==> src/lprt_pkg.sv <==
`timescale 1ns / 1ps
// Shared types, sizes, status codes and the prefix mask helper for the route table.
// No dependencies.
package lprt_pkg;

	localparam int TABLE_ENTRIES = 32;
	localparam int IDX_W = (TABLE_ENTRIES > 1) ? $clog2(TABLE_ENTRIES) : 1;
	localparam int CNT_W = $clog2(TABLE_ENTRIES + 1);

	localparam logic [5:0] MAX_LEN = 6'd32;

	typedef logic [2:0] status_t;
	localparam status_t ST_ADDED = 3'd0;
	localparam status_t ST_DUP   = 3'd1;
	localparam status_t ST_FULL  = 3'd2;
	localparam status_t ST_HIT   = 3'd3;
	localparam status_t ST_MISS  = 3'd4;

	typedef enum logic {
		OP_ADD    = 1'b0,
		OP_LOOKUP = 1'b1
	} op_t;

	typedef struct packed {
		logic [31:0] hop;
		logic [5:0]  len;
		logic [31:0] prefix;
	} route_t;

	localparam int ROUTE_W = $bits(route_t);

	// top len bits set; len is already saturated to 32
	function automatic logic [31:0] len_mask(input logic [5:0] len);
		logic [31:0] m;
		if (len >= MAX_LEN) begin
			m = 32'hffff_ffff;
		end else begin
			m = ~(32'hffff_ffff >> len);
		end
		return m;
	endfunction

endpackage

==> src/lprt_ram.sv <==
`timescale 1ns / 1ps
// Generic single-write, single-read synchronous RAM with registered read data.
// No dependencies.
module lprt_ram #(
	parameter int WIDTH = 8,
	parameter int DEPTH = 32
) (
	input  logic                                        clk,
	input  logic                                        we,
	input  logic [((DEPTH > 1) ? $clog2(DEPTH) : 1)-1:0] waddr,
	input  logic [WIDTH-1:0]                            wdata,
	input  logic [((DEPTH > 1) ? $clog2(DEPTH) : 1)-1:0] raddr,
	output logic [WIDTH-1:0]                            rdata
);

	logic [WIDTH-1:0] mem_q [DEPTH];

	always_ff @(posedge clk) begin
		if (we) begin
			mem_q[waddr] <= wdata;
		end
		rdata <= mem_q[raddr];
	end

endmodule

==> src/lprt_match.sv <==
`timescale 1ns / 1ps
// Route entry compare: duplicate check for adds, masked prefix match for lookups.
// Depends on lprt_pkg.
module lprt_match (
	input  lprt_pkg::route_t ent,
	input  lprt_pkg::op_t    op,
	input  logic [31:0]      key,
	input  logic [5:0]       key_len,
	output logic             hit
);
	import lprt_pkg::*;

	always_comb begin
		case (op)
			OP_ADD:    hit = (ent.prefix == key) && (ent.len == key_len);
			OP_LOOKUP: hit = ((key & len_mask(ent.len)) == ent.prefix);
			default:   hit = 1'b0;
		endcase
	end

endmodule

==> src/longest_prefix_route_table.sv <==
`timescale 1ns / 1ps
// Top level of the IPv4 longest-prefix-match route table.
// Depends on lprt_pkg, lprt_ram and lprt_match.
//
// Routes live in one synchronous RAM and fill slots in order, so a fill count
// marks the valid ones and reset clears the table at once. Every word, add or
// lookup, reads each stored route once, one per cycle, before its result is
// registered. The input takes the next word in the cycle after the result has
// moved into the output register, so a new word is not accepted until the
// previous one is finished; a stalled output holds the finished word and with
// it the input. Prefix lengths above 32 are treated as 32; a prefix with bits
// set below its mask is stored but never matches.
module longest_prefix_route_table (
	input  logic        clk,
	input  logic        arst_n,
	input  logic        s_tvalid,
	output logic        s_tready,
	input  logic [71:0] s_tdata,   // address[31:0], prefix_len[37:32], next_hop[69:38], zero
	input  logic        s_tuser,   // op
	output logic        m_tvalid,
	input  logic        m_tready,
	output logic [39:0] m_tdata,   // hop_out[31:0], match_len[37:32], zero
	output logic [2:0]  m_tuser    // status
);
	import lprt_pkg::*;

	typedef enum logic [2:0] {
		IDLE = 3'b001,
		SCAN = 3'b010,
		FIN  = 3'b100
	} state_t;

	state_t           state_q;
	op_t              op_q;
	logic [31:0]      key_q;
	logic [5:0]       len_q;
	logic [31:0]      hop_q;
	logic [CNT_W-1:0] count_q;
	logic [CNT_W-1:0] idx_q;
	logic             rd_vld_s1;
	logic             found_q;
	logic [5:0]       best_len_q;
	logic [31:0]      best_hop_q;

	logic             out_vld_q;
	status_t          out_st_q;
	logic [31:0]      out_hop_q;
	logic [5:0]       out_len_q;

	route_t           rd_ent;
	route_t           wr_ent;
	logic             wr_en;
	logic             ent_hit;
	logic             s_acc;
	logic             fin_go;
	logic [5:0]       in_len;
	logic             full;

	assign s_tready = (state_q == IDLE);
	assign s_acc    = s_tvalid && s_tready;
	assign in_len   = (s_tdata[37:32] > MAX_LEN) ? MAX_LEN : s_tdata[37:32];
	assign full     = (count_q == CNT_W'(TABLE_ENTRIES));
	assign fin_go   = (state_q == FIN) && (!out_vld_q || m_tready);
	assign wr_en    = fin_go && (op_q == OP_ADD) && !found_q && !full;

	assign wr_ent.hop    = hop_q;
	assign wr_ent.len    = len_q;
	assign wr_ent.prefix = key_q;

	lprt_ram #(
		.WIDTH(ROUTE_W),
		.DEPTH(TABLE_ENTRIES)
	) u_ram (
		.clk   (clk),
		.we    (wr_en),
		.waddr (count_q[IDX_W-1:0]),
		.wdata (wr_ent),
		.raddr (idx_q[IDX_W-1:0]),
		.rdata (rd_ent)
	);

	lprt_match u_match (
		.ent     (rd_ent),
		.op      (op_q),
		.key     (key_q),
		.key_len (len_q),
		.hit     (ent_hit)
	);

	always_ff @(posedge clk) begin
		if (s_acc) begin
			op_q  <= op_t'(s_tuser);
			key_q <= s_tdata[31:0];
			len_q <= in_len;
			hop_q <= s_tdata[69:38];
		end
	end

	always_ff @(posedge clk or negedge arst_n) begin
		if (!arst_n) begin
			state_q    <= IDLE;
			count_q    <= '0;
			idx_q      <= '0;
			rd_vld_s1  <= 1'b0;
			found_q    <= 1'b0;
			best_len_q <= '0;
			best_hop_q <= '0;
		end else begin
			case (state_q)
				IDLE: begin
					rd_vld_s1 <= 1'b0;
					if (s_acc) begin
						idx_q      <= '0;
						found_q    <= 1'b0;
						best_len_q <= '0;
						best_hop_q <= '0;
						state_q    <= SCAN;
					end
				end
				SCAN: begin
					if (idx_q < count_q) begin
						idx_q     <= idx_q + 1'b1;
						rd_vld_s1 <= 1'b1;
					end else begin
						rd_vld_s1 <= 1'b0;
						if (!rd_vld_s1) begin
							state_q <= FIN;
						end
					end
					if (rd_vld_s1 && ent_hit) begin
						found_q <= 1'b1;
						if (!found_q || rd_ent.len > best_len_q) begin
							best_len_q <= rd_ent.len;
							best_hop_q <= rd_ent.hop;
						end
					end
				end
				FIN: begin
					rd_vld_s1 <= 1'b0;
					if (fin_go) begin
						if (wr_en) begin
							count_q <= count_q + 1'b1;
						end
						state_q <= IDLE;
					end
				end
				default: begin
					state_q   <= IDLE;
					rd_vld_s1 <= 1'b0;
				end
			endcase
		end
	end

	always_ff @(posedge clk or negedge arst_n) begin
		if (!arst_n) begin
			out_vld_q <= 1'b0;
		end else if (fin_go) begin
			out_vld_q <= 1'b1;
		end else if (m_tready) begin
			out_vld_q <= 1'b0;
		end
	end

	always_ff @(posedge clk) begin
		if (fin_go) begin
			if (op_q == OP_ADD) begin
				out_st_q  <= found_q ? ST_DUP : (full ? ST_FULL : ST_ADDED);
				out_hop_q <= '0;
				out_len_q <= '0;
			end else begin
				out_st_q  <= found_q ? ST_HIT : ST_MISS;
				out_hop_q <= found_q ? best_hop_q : 32'd0;
				out_len_q <= found_q ? best_len_q : 6'd0;
			end
		end
	end

	assign m_tvalid = out_vld_q;
	assign m_tuser  = out_st_q;
	assign m_tdata  = {2'b00, out_len_q, out_hop_q};

endmodule

==> config.mk <==
export PLATFORM = sky130hd
export DESIGN_NAME = longest_prefix_route_table
export DESIGN_NICKNAME = d
export VERILOG_FILES = /design/src/lprt_pkg.sv /design/src/lprt_ram.sv /design/src/lprt_match.sv /design/src/longest_prefix_route_table.sv
export SDC_FILE = /design/constraint.sdc
export NUM_CORES = 2
export LEC_CHECK = 0
export BUFFER_PORTS_ARGS = -buffer_cell sky130_fd_sc_hd__buf_4
export CAP_MARGIN = 20
export CELL_PAD_IN_SITES_DETAIL_PLACEMENT = 1
export CELL_PAD_IN_SITES_GLOBAL_PLACEMENT = 2
export CORE_ASPECT_RATIO = 1.4
export CORE_MARGIN = 2
export CORE_UTILIZATION = 30
export CTS_CLUSTER_DIAMETER = 40
export DETAILED_ROUTE_END_ITERATION = 10
export GPL_TIMING_DRIVEN = 0
export PLACE_DENSITY = 0.56
export SLEW_MARGIN = 20
export SYNTH_ARGS = -nofsm -noshare
export SYNTH_HDL_FRONTEND = slang
export SYNTH_SLANG_ARGS = --single-unit
==> constraint.sdc <==
create_clock -name clk -period 8.34 [get_ports clk]
set_clock_uncertainty 0.15 [all_clocks]
set_input_delay 1.251 -clock clk [delete_from_list [all_inputs] [get_ports clk]]
set_output_delay 1.251 -clock clk [all_outputs]
set_load 0.01 [all_outputs]
Word level (Yosys, flattened, before mapping)
Memory sizes are Yosys's and may differ from the RTL's. A register that Yosys moved wholly into a read port is not among the register bits.
Cells that the tools add are included.
- output and inout port bits: 45
- memory bits (writable): 2240
- register bits after elaboration: 168
- memories kept: 1
- eq/ne operators: 14
- $lt $le $gt $ge: 4
- shifts and indexed selects: 1
- reduce and logical (&&, ||, !) cells: 20
- multiplexer cells: 31
- bitwise operators: 3
- $add $sub $neg: 2
- memories (memory ; words ; bits a word ; read ports ; clocked after Yosys merged registers in ; wr ports ; RTL line ; text):
    u_ram.mem_q ; 32 ; 70 ; 1 ; 1 ; 1 ; lprt_ram.sv:16 ; logic [WIDTH-1:0] mem_q [DEPTH];
- operator list (operator ; count):
    2-to-1 mux 32 bit ; 5
    == test 32 bit ; 2
    one-hot mux 32 bit (2 select lines) ; 1
    bitwise AND 32 bit ; 1
    inverter 32 bit ; 1
    right shift 32 x 6 -> 32 bit (first input constant) ; 1
    2-to-1 mux 6 bit ; 4
    one-hot mux 6 bit (2 select lines) ; 2
    2-to-1 mux 3 bit ; 6
    adder 6 x 1 -> 6 bit (second input constant) ; 2
    != test 2 bit (second input constant) ; 6
    one-hot mux 3 bit (3 select lines) ; 1
    AND reduction 3 bit ; 3
    2-to-1 mux 1 bit ; 8
    AND reduction 4 bit ; 2
    logical AND 1 bit ; 7
    == test 6 bit ; 1
    == test 6 bit (second input constant) ; 1
    greater-or-equal comparator 6 bit (second input constant) ; 1
    > comparator 6 bit ; 1
    > comparator 6 bit (second input constant) ; 1
    < comparator 6 bit ; 1
    2-to-1 mux 2 bit ; 2
    one-hot mux 1 bit (2 select lines) ; 2
    other kinds (9) ; 13

Depth between registers and ports, before layout
- depth in word-level cells: 10
- gate-level depth with buffers: 13

By module
From an unflattened synthesis, not the netlist that was laid out.
- cell total of the unflattened synthesis: 3998
- area, all modules: 94175.3 um^2
- modules (own cells, without submodules) (module ; cells each ; area an instance (um^2) ; instances ; sequential area each (um^2)):
    lprt_ram ; 3388 ; 86389.1 ; 1 ; 68665.9
    longest_prefix_route_table ; 381 ; 6226.0 ; 1 ; 4765.8
    lprt_match ; 229 ; 1560.2 ; 1 ; 0.0

Least setup slack after synthesis
Ideal clock, no wire load.
- path type: input port to flip-flop
- from: input m_tready
- to: memory u_ram.mem_q[15][0] (netlist name), enable pin
- data arrival time: 7.068 ns
- stages on the path: 6
- required time: 7.691 ns
- slack: 0.623 ns
- path through: nor2b_1 nor2_1 nand2_1 a31oi_1 nand2_1 nor2_1
- longest elaborated chain between the ends: 7
- RTL lines (what ; RTL line ; text):
    from (decl) ; longest_prefix_route_table.sv:21 ; input logic m_tready,
    logical OR 1 bit ; longest_prefix_route_table.sv:63 ; assign fin_go = (state_q == FIN) && (!out_vld_q || m_tready);
    logical AND 1 bit ; longest_prefix_route_table.sv:63 ;
    named net fin_go ; longest_prefix_route_table.sv:55 ; logic fin_go;
    logical AND 1 bit (3 in a row) ; longest_prefix_route_table.sv:64 ; assign wr_en = fin_go && (op_q == OP_ADD) && !found_q && !full;
    2-to-1 mux 1 bit ; lprt_ram.sv:19 ; if (we) begin
    2-to-1 mux 1 bit (implied by the code) ; lprt_ram.sv:20 ; mem_q[waddr] <= wdata;
    to (decl) ; lprt_ram.sv:16 ;
The timed path passes the listed nets, and every way through them passes these cells.

Worst setup path after layout
- from: register state_q[0]
- to: memory u_ram.mem_q[11][15] (netlist name), enable pin
- longest elaborated chain between the ends: 7
- RTL lines (what ; RTL line ; text):
    from (decl) ; longest_prefix_route_table.sv:33 ; state_t state_q;
    from (signal assigned) ; longest_prefix_route_table.sv:101 ; state_q <= IDLE;
    from (signal assigned) ; longest_prefix_route_table.sv:117 ; state_q <= SCAN;
    from (signal assigned) ; longest_prefix_route_table.sv:127 ; state_q <= FIN;
    == test 3 bit ; longest_prefix_route_table.sv:63 ;
    logical AND 1 bit ; longest_prefix_route_table.sv:63 ;
    named net fin_go ; longest_prefix_route_table.sv:55 ;
    logical AND 1 bit (3 in a row) ; longest_prefix_route_table.sv:64 ;
    2-to-1 mux 1 bit ; lprt_ram.sv:19 ;
    2-to-1 mux 1 bit (implied by the code) ; lprt_ram.sv:20 ;
The timed path passes the listed nets, and every way through them passes these cells.

==> impl_metrics.py <==
metrics = {
    "critical_path": {
        "crit_path_end_kind": "flip-flop",
        "start_kind": "flip-flop",
        "arrival_ps": 5240,
        "cp_max_fo": 13,
        "cp.required_ps": 8740,
        "criticalPathCategory": "flip-flop to flip-flop",
    },
    "power": {
        "powerDensity_nw_per_um2": 277,
        "p_seq_share_pct": 47.3,
        "power.switching_mw": 8.16,
        "combPwrFrac_pct": 14.0,
        "sw_frac_of_total_pct": 25.8,
        "p_clk_share_pct": 38.7,
        "ir_drop_v": 0.000157,
        "p_int_mw": 23.5,
        "power.static_leakage_nw": 35.4,
    },
    "placed_design": {
        "dp_hpwl_um": 186000,
        "place_area_um2": 105000,
        "place_inst": 8444,
        "gp_congestion": 0.812,
        "portBuffers": 117,
    },
    "clock_tree": {
        "cts_root_buffer": "clkbuf_16",
        "hold_buffers": 0,
        "cts_sinks": 2478,
        "cts_resized": 0,
        "cts_setup_buffers": 0,
        "insertion_delay_ps": 860,
        "cts_tree": "built",
        "htree_num_levels": 5,
        "path_clk_slew_ps": 60,
        "cts_buffers": 278,
        "cts_buffer_depth": 4,
    },
    "drt": {
        "vias_per_cell": 4.94,
        "drtPass1Iterations": 5,
        "ant_nets": 0,
        "num_vias": 44200,
        "wl_per_cell_um": 31.1,
        "routed_wl_um": 279000,
        "drt_iter0_drc": 3550,
        "drc": 0,
    },
    "global_routing": {
        "grt_overflow_total": 0,
        "antenna_found_initial": 19,
        "grt_start_max_net_pins": 57,
        "grt_pass1_vias": 48200,
        "grtUsageTotal_pct": 17.4,
        "grt_pass1_wl_um": 388000,
    },
    "die": {
        "ioPinCount": 122,
        "rows": 243,
        "fp.coreArea_um2": 312000,
        "dieHeight_um": 666,
        "die_width_um": 477,
        "initial_utilization_pct": 30.1,
        "die_area_um2": 318000,
    },
    "finish": {
        "drive_gt1_share_pct": 34.4,
        "multi_input_area_um2": 19700,
        "fin_cells": 8961,
        "syn_to_final_growth_pct": 21.5,
        "nFillCells": 29800,
        "nets": 4676,
        "final_area_um2": 114000,
        "ff_latch_area_um2": 73400,
    },
    "timing": {
        "fin_crit_sh_pct": 58.0,
        "relSlewSlack_pct": 22.1,
        "finalHoldViolations": 0,
        "finalMaxSlewViolations": 0,
        "min_period_ps": 4840,
        "finalSetupViolCount": 0,
        "setup_tns_ps": 0,
        "tightest_slew_ps": 1170,
        "fmax_mhz": 207,
        "rsz0062_at_grt": "false",
    },
    "synth": {
        "async_reset_ff_share_pct": 2.26,
        "synth-warning-count": 0,
        "synthesis.area_um2": 93900,
        "netlist_instances": 3966,
        "ys.flop_type": "edfxtp_1",
        "yosysSeqAreaShare_pct": 78.2,
        "ys_ff_latch": 2478,
        "synth.distinct_cells": 71,
        "syn_area_per_cell_um2": 23.7,
        "synth_edf_count": 2352,
    },
    "run_status": {
        "outcome": "complete, no violations",
    },
    "worst_hold_path": {
        "hold_path_class": "flip-flop to flip-flop",
    },
    "job": {
        "drv_cap": 0,
    },
}
==> area by class of cell <==
type,instances,area share (%)
Timing Repair Buffer,336,4.90
Inverter,63,0.212
Sequential cell,2478,64.4
Multi-Input combinational cell,1226,17.3
Clock buffer,343,6.58
Buffer,200,0.787
Tap cell,4165,4.57
Clock inverter,145,1.30
Antenna cell,5,0.0110
==> worst paths after layout <==
check	endpoint	depth (start not counted)	from	slack [ps]
max	u_ram.mem_q[11][15]	10	state_q[0]	3500
min	best_hop_q[2]	2	u_ram.rdata[40]	280
max reg2reg	u_ram.mem_q[11][15]	10	state_q[0]	3500
min reg2reg	best_hop_q[2]	2	u_ram.rdata[40]	280
max in group asynchronous	best_hop_q[24]	1	arst_n	6960
min in group asynchronous	best_hop_q[6]	1	arst_n	360
==> cell families (layout without fill, tap and decap cells) <==
kind of cell	after synthesis	after routing	share of synthesized area, %
buffers and inverters	263	1087	1.11
xor gates and xnor gates	37	37	0.345
adders and majority gates	16	16	0.213
AOI/OAI and AO/OA	81	81	0.595
and+or+nand+nor	279	279	1.51
other	1	7	0.00399
DFF	2478	2478	78.2
muxes	811	811	18.1
==> worst max-delay path: stages, from the launching register on <==
cell and delay, ps:
dfstp_2 400, or3b_2 580, nor2_4 320, buf_12 220, nand2_1 120, a31oi_1 560
nand2_1 690, nor2_4 850, buf_12 260, buf_16 180, buf_16 180
==> metrics by stage <==
stage,setup slack (ps),hold WS [ps],utilization [%],power [mW]
CTS,3510,286,36.4,32.0
floorplan,623,262,-,17.6
global route,3400,303,36.5,32.7
finish,3500,284,36.5,31.6
global placement,-7470,276,32.0,19.5
detailed placement,3000,284,33.5,19.7
==> registers in the layout, summed over array words and instances (netlist names), 3 cells and up <==
register and flops:
idx_q 6, out_len_q 6, m_tuser 3, best_len_q 6, u_ram.mem_q 2240, u_ram.rdata 70
out_hop_q 32, hop_q 32, len_q 6, key_q 32, state_q 3, best_hop_q 32
count_q 6
==> power groups by stage <==
stage               clock (mW)  combinational, mW  sequential [mW]
finish                    12.2               4.44             14.9
global route              12.9               4.72             15.0
CTS                       12.5               4.38             15.1
detailed placement           0               4.37             15.4
global placement             0               4.00             15.5
floorplan                    0               2.56             15.1
==> placed cells by master (no fill, tap or decap), drive strengths merged, types with 17 or more instances in the layout <==
cell type  instances
clkinv            77
inv               94
mux2i             38
clkbuf           501
a21oi             17
buf              378
nor2              63
dfrtp             55
mux4             700
nand3             22
and3              36
nand2             71
mux2              73
xor2              23
nand2b            18
bufinv            21
edfxtp          2352
dfxtp             70
==> routing by layer <==
layer	track usage, %	vias up	share of wire [%]
met2	31.6	1144	53
met1	21.2	24600	39
met5	0	-	0
met4	5.92	0	3.4
met3	2.24	375	3.9
li1	-	18100	-
==> synth_stat cells (4+ instances only) <==
cell | number | area, um^2
edfxtp_1 | 2352 | 70600
mux4_2 | 700 | 15800
clkbuf_1 | 155 | 582
nand2_1 | 71 | 267
dfxtp_1 | 70 | 1400
mux2_2 | 70 | 788
nor2_1 | 63 | 236
inv_1 | 61 | 229
dfrtp_1 | 55 | 1380
mux2i_1 | 38 | 380
and3_1 | 36 | 225
buf_1 | 30 | 113
xor2_1 | 23 | 201
nand3_1 | 21 | 105
nand2b_1 | 18 | 113
a21oi_1 | 17 | 85.1
ha_1 | 16 | 200
nor2b_1 | 16 | 100
xnor2_1 | 14 | 123
nor3_1 | 12 | 60.1
nand4_1 | 10 | 62.6
nor4_1 | 10 | 62.6
o21ai_0 | 10 | 50.1
buf_2 | 9 | 45.0
a21o_1 | 6 | 45.0
o21ai_1 | 5 | 25.0
and4_1 | 4 | 35.0
nor3b_1 | 4 | 30.0
o21a_1 | 4 | 30.0
No activity file was read; power rests on OpenSTA's default activity.
